===== src/rtl/bgc_pkg.sv =====
package bgc_pkg;

  localparam int unsigned CfgWidth    = 16;
  localparam int unsigned CfgIdxWidth = 3;

  typedef enum logic [CfgIdxWidth-1:0] {
    CFG_DEBOUNCE   = 3'd0,
    CFG_CLICK_MAX  = 3'd1,
    CFG_SHORT_MAX  = 3'd2,
    CFG_LONG_HOLD  = 3'd3,
    CFG_DOUBLE_GAP = 3'd4
  } cfg_idx_e;

  typedef enum logic [2:0] {
    EV_NONE   = 3'd0,
    EV_CLICK  = 3'd1,
    EV_DOUBLE = 3'd2,
    EV_SHORT  = 3'd3,
    EV_LONG   = 3'd4
  } event_code_e;

  localparam logic [CfgWidth-1:0] DebounceReset  = 16'd50;
  localparam logic [CfgWidth-1:0] ClickMaxReset  = 16'd300;
  localparam logic [CfgWidth-1:0] ShortMaxReset  = 16'd1000;
  localparam logic [CfgWidth-1:0] LongHoldReset  = 16'd3000;
  localparam logic [CfgWidth-1:0] DoubleGapReset = 16'd500;

endpackage


===== src/rtl/bgc_debounce.sv =====
module bgc_debounce import bgc_pkg::*; #(
  parameter int unsigned COUNT_WIDTH = 16
) (
  input  logic                clk_i,
  input  logic                rst_ni,
  input  logic                step_i,
  input  logic                level_i,
  input  logic [CfgWidth-1:0] debounce_ms_i,
  output logic                level_o,
  output logic                trusted_o
);

  localparam int unsigned CmpWidth = (COUNT_WIDTH > CfgWidth) ? COUNT_WIDTH : CfgWidth;

  logic                   last_level_q, last_level_d;
  logic [COUNT_WIDTH-1:0] stable_q, stable_d;

  always_comb begin
    last_level_d = last_level_q;
    stable_d     = stable_q;
    if (level_i != last_level_q) begin
      last_level_d = level_i;
      stable_d     = '0;
    end else if (stable_q != '1) begin
      stable_d = stable_q + COUNT_WIDTH'(1);
    end
  end

  // Both sides are widened so a register beyond the counter range never matches.
  assign level_o   = last_level_d;
  assign trusted_o = CmpWidth'(stable_d) > CmpWidth'(debounce_ms_i);

  always_ff @(posedge clk_i or negedge rst_ni) begin
    if (!rst_ni) begin
      last_level_q <= 1'b1;
      stable_q     <= '0;
    end else if (step_i) begin
      last_level_q <= last_level_d;
      stable_q     <= stable_d;
    end
  end

endmodule


===== src/rtl/button_gesture_classifier.sv =====
// Push-button gesture classifier.
// Each input transfer is one millisecond tick carrying the raw button level
// (0 pressed) and a flag that reads and clears the pending event. Every tick
// produces exactly one result transfer: the event code (nonzero only when the
// tick asked for it) and the debounced pressed state after the tick.
// The tick updates all state in the cycle it is accepted, and its result sits
// in the output register from the next cycle on; a new tick is taken every
// cycle while the receiver is ready. The state update loop (counters,
// compares, classification) is combinational.
// When the receiver stalls, a waiting result holds in the output register and
// in_ready_o drops; it is high only while that register is empty or is being
// emptied in the same cycle, so the input waits without loss.
// Reset restores the register defaults (50, 300, 1000, 3000, 500 ms), marks
// the button released, clears all counters and drops any pending event.
// Configuration writes take effect at the next edge and should be made while
// no tick is in flight.
module button_gesture_classifier import bgc_pkg::*; #(
  parameter int unsigned COUNT_WIDTH = 16
) (
  input  logic                   clk_i,
  input  logic                   rst_ni,
  input  logic                   in_valid_i,
  output logic                   in_ready_o,
  input  logic                   switch_level_i,
  input  logic                   take_event_i,
  output logic                   out_valid_o,
  input  logic                   out_ready_i,
  output logic [2:0]             event_code_o,
  output logic                   pressed_now_o,
  input  logic                   cfg_we_i,
  input  logic [CfgIdxWidth-1:0] cfg_idx_i,
  input  logic [CfgWidth-1:0]    cfg_wdata_i
);

  localparam int unsigned CmpWidth = (COUNT_WIDTH > CfgWidth) ? COUNT_WIDTH : CfgWidth;

  logic [CfgWidth-1:0] debounce_q, click_max_q, short_max_q, long_hold_q, double_gap_q;

  logic                   press_active_q, press_active_d;
  logic [COUNT_WIDTH-1:0] press_ticks_q, press_ticks_d;
  logic                   long_rep_q, long_rep_d;
  logic                   awaiting_q, awaiting_d;
  logic [COUNT_WIDTH-1:0] gap_ticks_q, gap_ticks_d;
  event_code_e            pending_q, pending_d;

  logic        out_valid_q;
  event_code_e code_q, code_d;
  logic        pressed_q;

  logic accept;
  logic level;
  logic trusted;

  assign in_ready_o = !out_valid_q || out_ready_i;
  assign accept     = in_valid_i && in_ready_o;

  bgc_debounce #(
    .COUNT_WIDTH(COUNT_WIDTH)
  ) u_debounce (
    .clk_i        (clk_i),
    .rst_ni       (rst_ni),
    .step_i       (accept),
    .level_i      (switch_level_i),
    .debounce_ms_i(debounce_q),
    .level_o      (level),
    .trusted_o    (trusted)
  );

  always_comb begin
    press_active_d = press_active_q;
    press_ticks_d  = press_ticks_q;
    long_rep_d     = long_rep_q;
    awaiting_d     = awaiting_q;
    gap_ticks_d    = gap_ticks_q;
    pending_d      = pending_q;
    code_d         = EV_NONE;

    if (press_active_q && press_ticks_q != '1) begin
      press_ticks_d = press_ticks_q + COUNT_WIDTH'(1);
    end
    if (awaiting_q && gap_ticks_q != '1) begin
      gap_ticks_d = gap_ticks_q + COUNT_WIDTH'(1);
    end

    if (trusted) begin
      if (!level && !press_active_d) begin
        press_active_d = 1'b1;
        press_ticks_d  = '0;
        long_rep_d     = 1'b0;
      end
      // A press that just started is checked too, so a zero threshold fires at once.
      if (!level && press_active_d) begin
        if (CmpWidth'(press_ticks_d) >= CmpWidth'(long_hold_q) && !long_rep_d) begin
          pending_d  = EV_LONG;
          long_rep_d = 1'b1;
        end
      end
      if (level && press_active_d) begin
        if (CmpWidth'(press_ticks_d) < CmpWidth'(click_max_q)) begin
          if (awaiting_d && CmpWidth'(gap_ticks_d) < CmpWidth'(double_gap_q)) begin
            pending_d  = EV_DOUBLE;
            awaiting_d = 1'b0;
          end else begin
            awaiting_d  = 1'b1;
            gap_ticks_d = '0;
          end
        end else if (CmpWidth'(press_ticks_d) < CmpWidth'(short_max_q)) begin
          pending_d = EV_SHORT;
        end else if (!long_rep_d) begin
          pending_d = EV_LONG;
        end
        press_active_d = 1'b0;
        long_rep_d     = 1'b0;
      end
    end

    if (awaiting_d && CmpWidth'(gap_ticks_d) > CmpWidth'(double_gap_q)) begin
      awaiting_d = 1'b0;
      pending_d  = EV_CLICK;
    end

    if (take_event_i) begin
      code_d    = pending_d;
      pending_d = EV_NONE;
    end
  end

  always_ff @(posedge clk_i or negedge rst_ni) begin
    if (!rst_ni) begin
      debounce_q   <= DebounceReset;
      click_max_q  <= ClickMaxReset;
      short_max_q  <= ShortMaxReset;
      long_hold_q  <= LongHoldReset;
      double_gap_q <= DoubleGapReset;
    end else if (cfg_we_i) begin
      unique case (cfg_idx_i)
        CFG_DEBOUNCE:   debounce_q   <= cfg_wdata_i;
        CFG_CLICK_MAX:  click_max_q  <= cfg_wdata_i;
        CFG_SHORT_MAX:  short_max_q  <= cfg_wdata_i;
        CFG_LONG_HOLD:  long_hold_q  <= cfg_wdata_i;
        CFG_DOUBLE_GAP: double_gap_q <= cfg_wdata_i;
        default: ;
      endcase
    end
  end

  always_ff @(posedge clk_i or negedge rst_ni) begin
    if (!rst_ni) begin
      press_active_q <= 1'b0;
      press_ticks_q  <= '0;
      long_rep_q     <= 1'b0;
      awaiting_q     <= 1'b0;
      gap_ticks_q    <= '0;
      pending_q      <= EV_NONE;
    end else if (accept) begin
      press_active_q <= press_active_d;
      press_ticks_q  <= press_ticks_d;
      long_rep_q     <= long_rep_d;
      awaiting_q     <= awaiting_d;
      gap_ticks_q    <= gap_ticks_d;
      pending_q      <= pending_d;
    end
  end

  always_ff @(posedge clk_i or negedge rst_ni) begin
    if (!rst_ni) begin
      out_valid_q <= 1'b0;
    end else if (in_ready_o) begin
      out_valid_q <= in_valid_i;
    end
  end

  always_ff @(posedge clk_i) begin
    if (accept) begin
      code_q    <= code_d;
      pressed_q <= press_active_d;
    end
  end

  assign out_valid_o   = out_valid_q;
  assign event_code_o  = code_q;
  assign pressed_now_o = pressed_q;

endmodule

===== config.mk =====
export PLATFORM = sky130hd
export DESIGN_NAME = button_gesture_classifier
export DESIGN_NICKNAME = d
export VERILOG_FILES = /design/src/rtl/bgc_pkg.sv /design/src/rtl/bgc_debounce.sv /design/src/rtl/button_gesture_classifier.sv
export SDC_FILE = /design/constraint.sdc
export NUM_CORES = 1
export LEC_CHECK = 0
export ABC_AREA = 0
export BUFFER_PORTS_ARGS = -buffer_cell sky130_fd_sc_hd__buf_2
export CORE_AREA = 2 2 130 132
export CTS_CLUSTER_DIAMETER = 80
export DETAILED_ROUTE_END_ITERATION = 10
export DIE_AREA = 0 0 132 134
export PLACE_DENSITY = 0.81
export REMOVE_ABC_BUFFERS = 1
export SLEW_MARGIN = 15
export SYNTH_ARGS = -nofsm -noshare
export SYNTH_HDL_FRONTEND = slang
export SYNTH_SLANG_ARGS = --single-unit

===== constraint.sdc =====
create_clock -name clk_i -period 5.1 [get_ports clk_i]
set_clock_uncertainty 0.1 [all_clocks]
set_input_delay 0.765 -clock clk_i [delete_from_list [all_inputs] [get_ports clk_i]]
set_output_delay 0.765 -clock clk_i [all_outputs]
set_load 0.01 [all_outputs]

==> results by group <==
GRT
  – Vias in the first global route: 8333
  – Initial antenna violation count: 1
  – Largest net degree at the start of global routing: 106
  – GRT overflow: 0
  – Total Routing Usage GR: 28.72%
  – First-pass GRT wire length: 40530 um

STA
  – Unrepaired setup endpoints after global routing: true
  – Worst-Margin Slew: 1.135 ns
  – Hold Slack: 0.3767 ns
  – Setup Viol. Count Final: 7
  – Max_slew headroom: 24.26%
  – Max Slew Vio Count: 0
  – Final WS setup: -0.3162 ns
  – F_max: 184.6 MHz
  – Hold Fails Final Rpt: 0
  – Final period utilization: 106.2%
  – Final Critical Period: 5.416 ns

Clock network
  – Clock Tree Root: clkbuf_16
  – CTS tree: yes
  – Clk_lat worst skew: 0.43 ns
  – CTS Sinks: 140
  – CTS max path bufs: 2
  – Clock transition at path regs: 0.06 ns
  – H-tree Lvls: 4
  – CTS buffer count: 17

Synth
  – Most common library cells after synthesis: nand2_1, o21ai_0, dfrtp_1
  – Synth warn: 0
  – Synth Area per Inst: 8.875 sq um
  – Ys async rst share: 97.14%
  – Post-Synthesis Cells: 1023
  – Distinct cells, synth: 63
  – EDFF count, synth: 4
  – Synthesized flop and latch total: 140
  – Largest cells by area after synthesis: dfrtp_1, ha_1, dfstp_2
  – Seq/Total Area, Yosys: 39.18%
  – Post-synth top flop: dfrtp_1
  – Synth area leader: dfrtp_1
  – Count leader, synth: nand2_1
  – Synth Cell Area: 9079 sq um
  – Top-area cell type share of the netlist area: 30.04%

Drt
  – WL/cell: 18.59 um
  – Post-DRT Antenna Nets: 0
  – WL final: 26190 um
  – # DRC: 0
  – Vias: 8380
  – DR iter-0 viols: 740
  – Drt via density: 5.947
  – First-pass DRT Iterations: 5

Placement
  – Dpl hpwl: 16890 um
  – Gpl congestion: 0.8961
  – Port Buf Inserts: 31
  – Setup WS pre-CTS: -0.4155 ns

Floorplan
  – Die Width: 132 um
  – Initial Util: 55.73%
  – Area of the die: 17690 sq um
  – Num ports: 32
  – Die height: 134 um
  – Num rows: 47
  – CORE AREA: 16290 sq um

Status
  – Outcome: finished, violations left
  – Failing checks: setup timing

Cells and area
  – FILL cells: 1175
  – Area Overhead vs Synth: 25.52%
  – Area of the multi-input gates: 5409 sq um
  – Seq. cell area: 3557 sq um
  – Core Util, Final: 69.96%
  – Layout cells sized above 1: 27.86%
  – Final #Nets: 1299

Hold path
  – Hold WC Path Type: in -> async

Power
  – Int Pwr: 2.577 mW
  – Maximum vdd drop: 0.0002759 V
  – Total power: 3.777 mW
  – Pwr Density: 331.5 nW/um^2
  – Combinational share of power: 30.0%
  – Pleak: 5.440 nW
  – Clock group share of total power: 33.0%
  – Reg power frac: 37.0%
  – Switching share of power: 31.79%
  – Psw: 1.201 mW

Setup path
  – Worst Setup End Kind: flip-flop
  – CP arrival: 5.62 ns
  – CP required: 5.31 ns
  – Worst setup path class: reg -> reg
  – CP Launch Type: flip-flop
  – Worst Path Max Fanout: 7

Flow run
  – Max-cap viol count: 0
==> state kept, by name (all words and copies together), names as in the netlist <==
| name | flops |
|---|---|
| click_max_q | 16 |
| out_valid_o | 1 |
| event_code_o | 3 |
| long_hold_q | 16 |
| pressed_now_o | 1 |
| pending_q | 3 |
| awaiting_q | 1 |
| u_debounce.stable_q | 16 |
| long_rep_q | 1 |
| double_gap_q | 16 |
| debounce_q | 16 |
| press_active_q | 1 |
| gap_ticks_q | 16 |
| press_ticks_q | 16 |
| short_max_q | 16 |
| u_debounce.last_level_q | 1 |
==> routing by layer <==
metal / global-route usage, % / wire [um]
met4: 14.92 / 1217
met2: 45.92 / 12320
met3: 6.122 / 1892
met5: 0 / 0
met1: 36.94 / 10770
==> path summary, 6_finish.rpt <==
check	startpoint	endpoint	slack, ns	cells past startpoint
max	gap_ticks_q[1]	awaiting_q	-0.32	24
min	rst_ni	long_hold_q[10]	0.38	1
max reg2reg	gap_ticks_q[1]	awaiting_q	-0.32	24
min reg2reg	short_max_q[8]	short_max_q[8]	0.40	2
max in group asynchronous	rst_ni	double_gap_q[4]	3.49	2
min in group clk_i	short_max_q[8]	short_max_q[8]	0.40	2
==> stage by stage <==
stage | TNS [ns] | area (sq um) | instances
3_5_place_dp | -2.239 | 10260 | 1357
5_1_grt | -3.034 | 11400 | 1409
6_report | -1.939 | 11400 | 1409
4_1_cts | 0 | 10990 | 1394
3_3_place_gp | -1.698 | 10260 | 1357
2_1_floorplan | -2.653 | 8946 | 991
==> power by group through the flow <==
stage          Clock (mW)  Combinational, mW  Sequential, mW
6_report             1.25               1.13            1.40
5_1_grt              1.31               1.26            1.41
4_1_cts              1.26               1.02            1.39
3_5_place_dp            0              0.986            1.41
3_3_place_gp            0              0.946            1.40
2_1_floorplan           0              0.614            1.41
==> critical path: stages (launching register included) <==
cell and delay [ns]:
dfrtp_1 0.38, ha_2 0.19, and4_1 0.18, a2111o_1 0.49, nor2_2 0.20, and3_1 0.19
xor2_1 0.22, ha_1 0.21, nand4_1 0.19, nor4_2 0.41, o21ai_1 0.15, o221ai_2 0.27
and4_4 0.39, buf_6 0.16, nor2b_2 0.06, ha_4 0.27, o21a_1 0.14, o21a_1 0.17
o221ai_2 0.11, a32oi_2 0.20, buf_4 0.14, buf_4 0.10, a21oi_1 0.04, o21ai_0 0.23
nand2_1 0.08
==> layout make-up <==
cell class | count | share of cell area [%]
Sequential cell | 140 | 31.21
Inverter | 103 | 3.393
Clock buffer | 26 | 4.469
Timing Repair Buffer | 164 | 10.29
Tap cell | 220 | 2.415
Clock inverter | 6 | 0.7356
Antenna cell | 1 | 0.02196
Multi-Input combinational cell | 749 | 47.46
==> cells by family after synthesis <==
kind of cell / count (synthesis) / share of synthesized area [%]
simple gates: 342 / 17.64
buf+inv: 135 / 5.719
fa+ha+maj: 98 / 13.51
xor+xnor: 38 / 3.666
compound gates: 227 / 14.98
mux: 43 / 5.306
flops: 140 / 39.18
==> timing repair <==
| item | in CTS | in global routing |
|---|---|---|
| hold buffers | 0 | 0 |
| gates cloned | 1 | 1 |
| setup buffers | 4 | 13 |
| endpoints found under the setup margin | 7 | 7 |
| hold endpoints to repair | 0 | 0 |
| pin swaps | 10 | 48 |
| gates resized for setup | 24 | 61 |
==> cell usage in the layout, fill, tap and decap left out, types with 6 or more instances in the layout <==
cell type / instances
nor2_2: 9
buf_4: 128
nand2b_1: 9
nor2_1: 52
inv_1: 102
clkbuf_16: 17
nand4_1: 25
nor3_1: 7
nand2_1: 156
dfrtp_1: 109
o21a_1: 9
nand3_1: 23
ha_1: 91
mux2_2: 37
and2_1: 7
a21oi_1: 36
nor2b_2: 6
nor2b_1: 9
o21ai_0: 105
a21o_1: 8
xor2_1: 14
nor4_2: 7
o31ai_1: 8
buf_2: 31
xnor2_1: 21
dfstp_2: 27
Power figures use the tool's default switching activity.
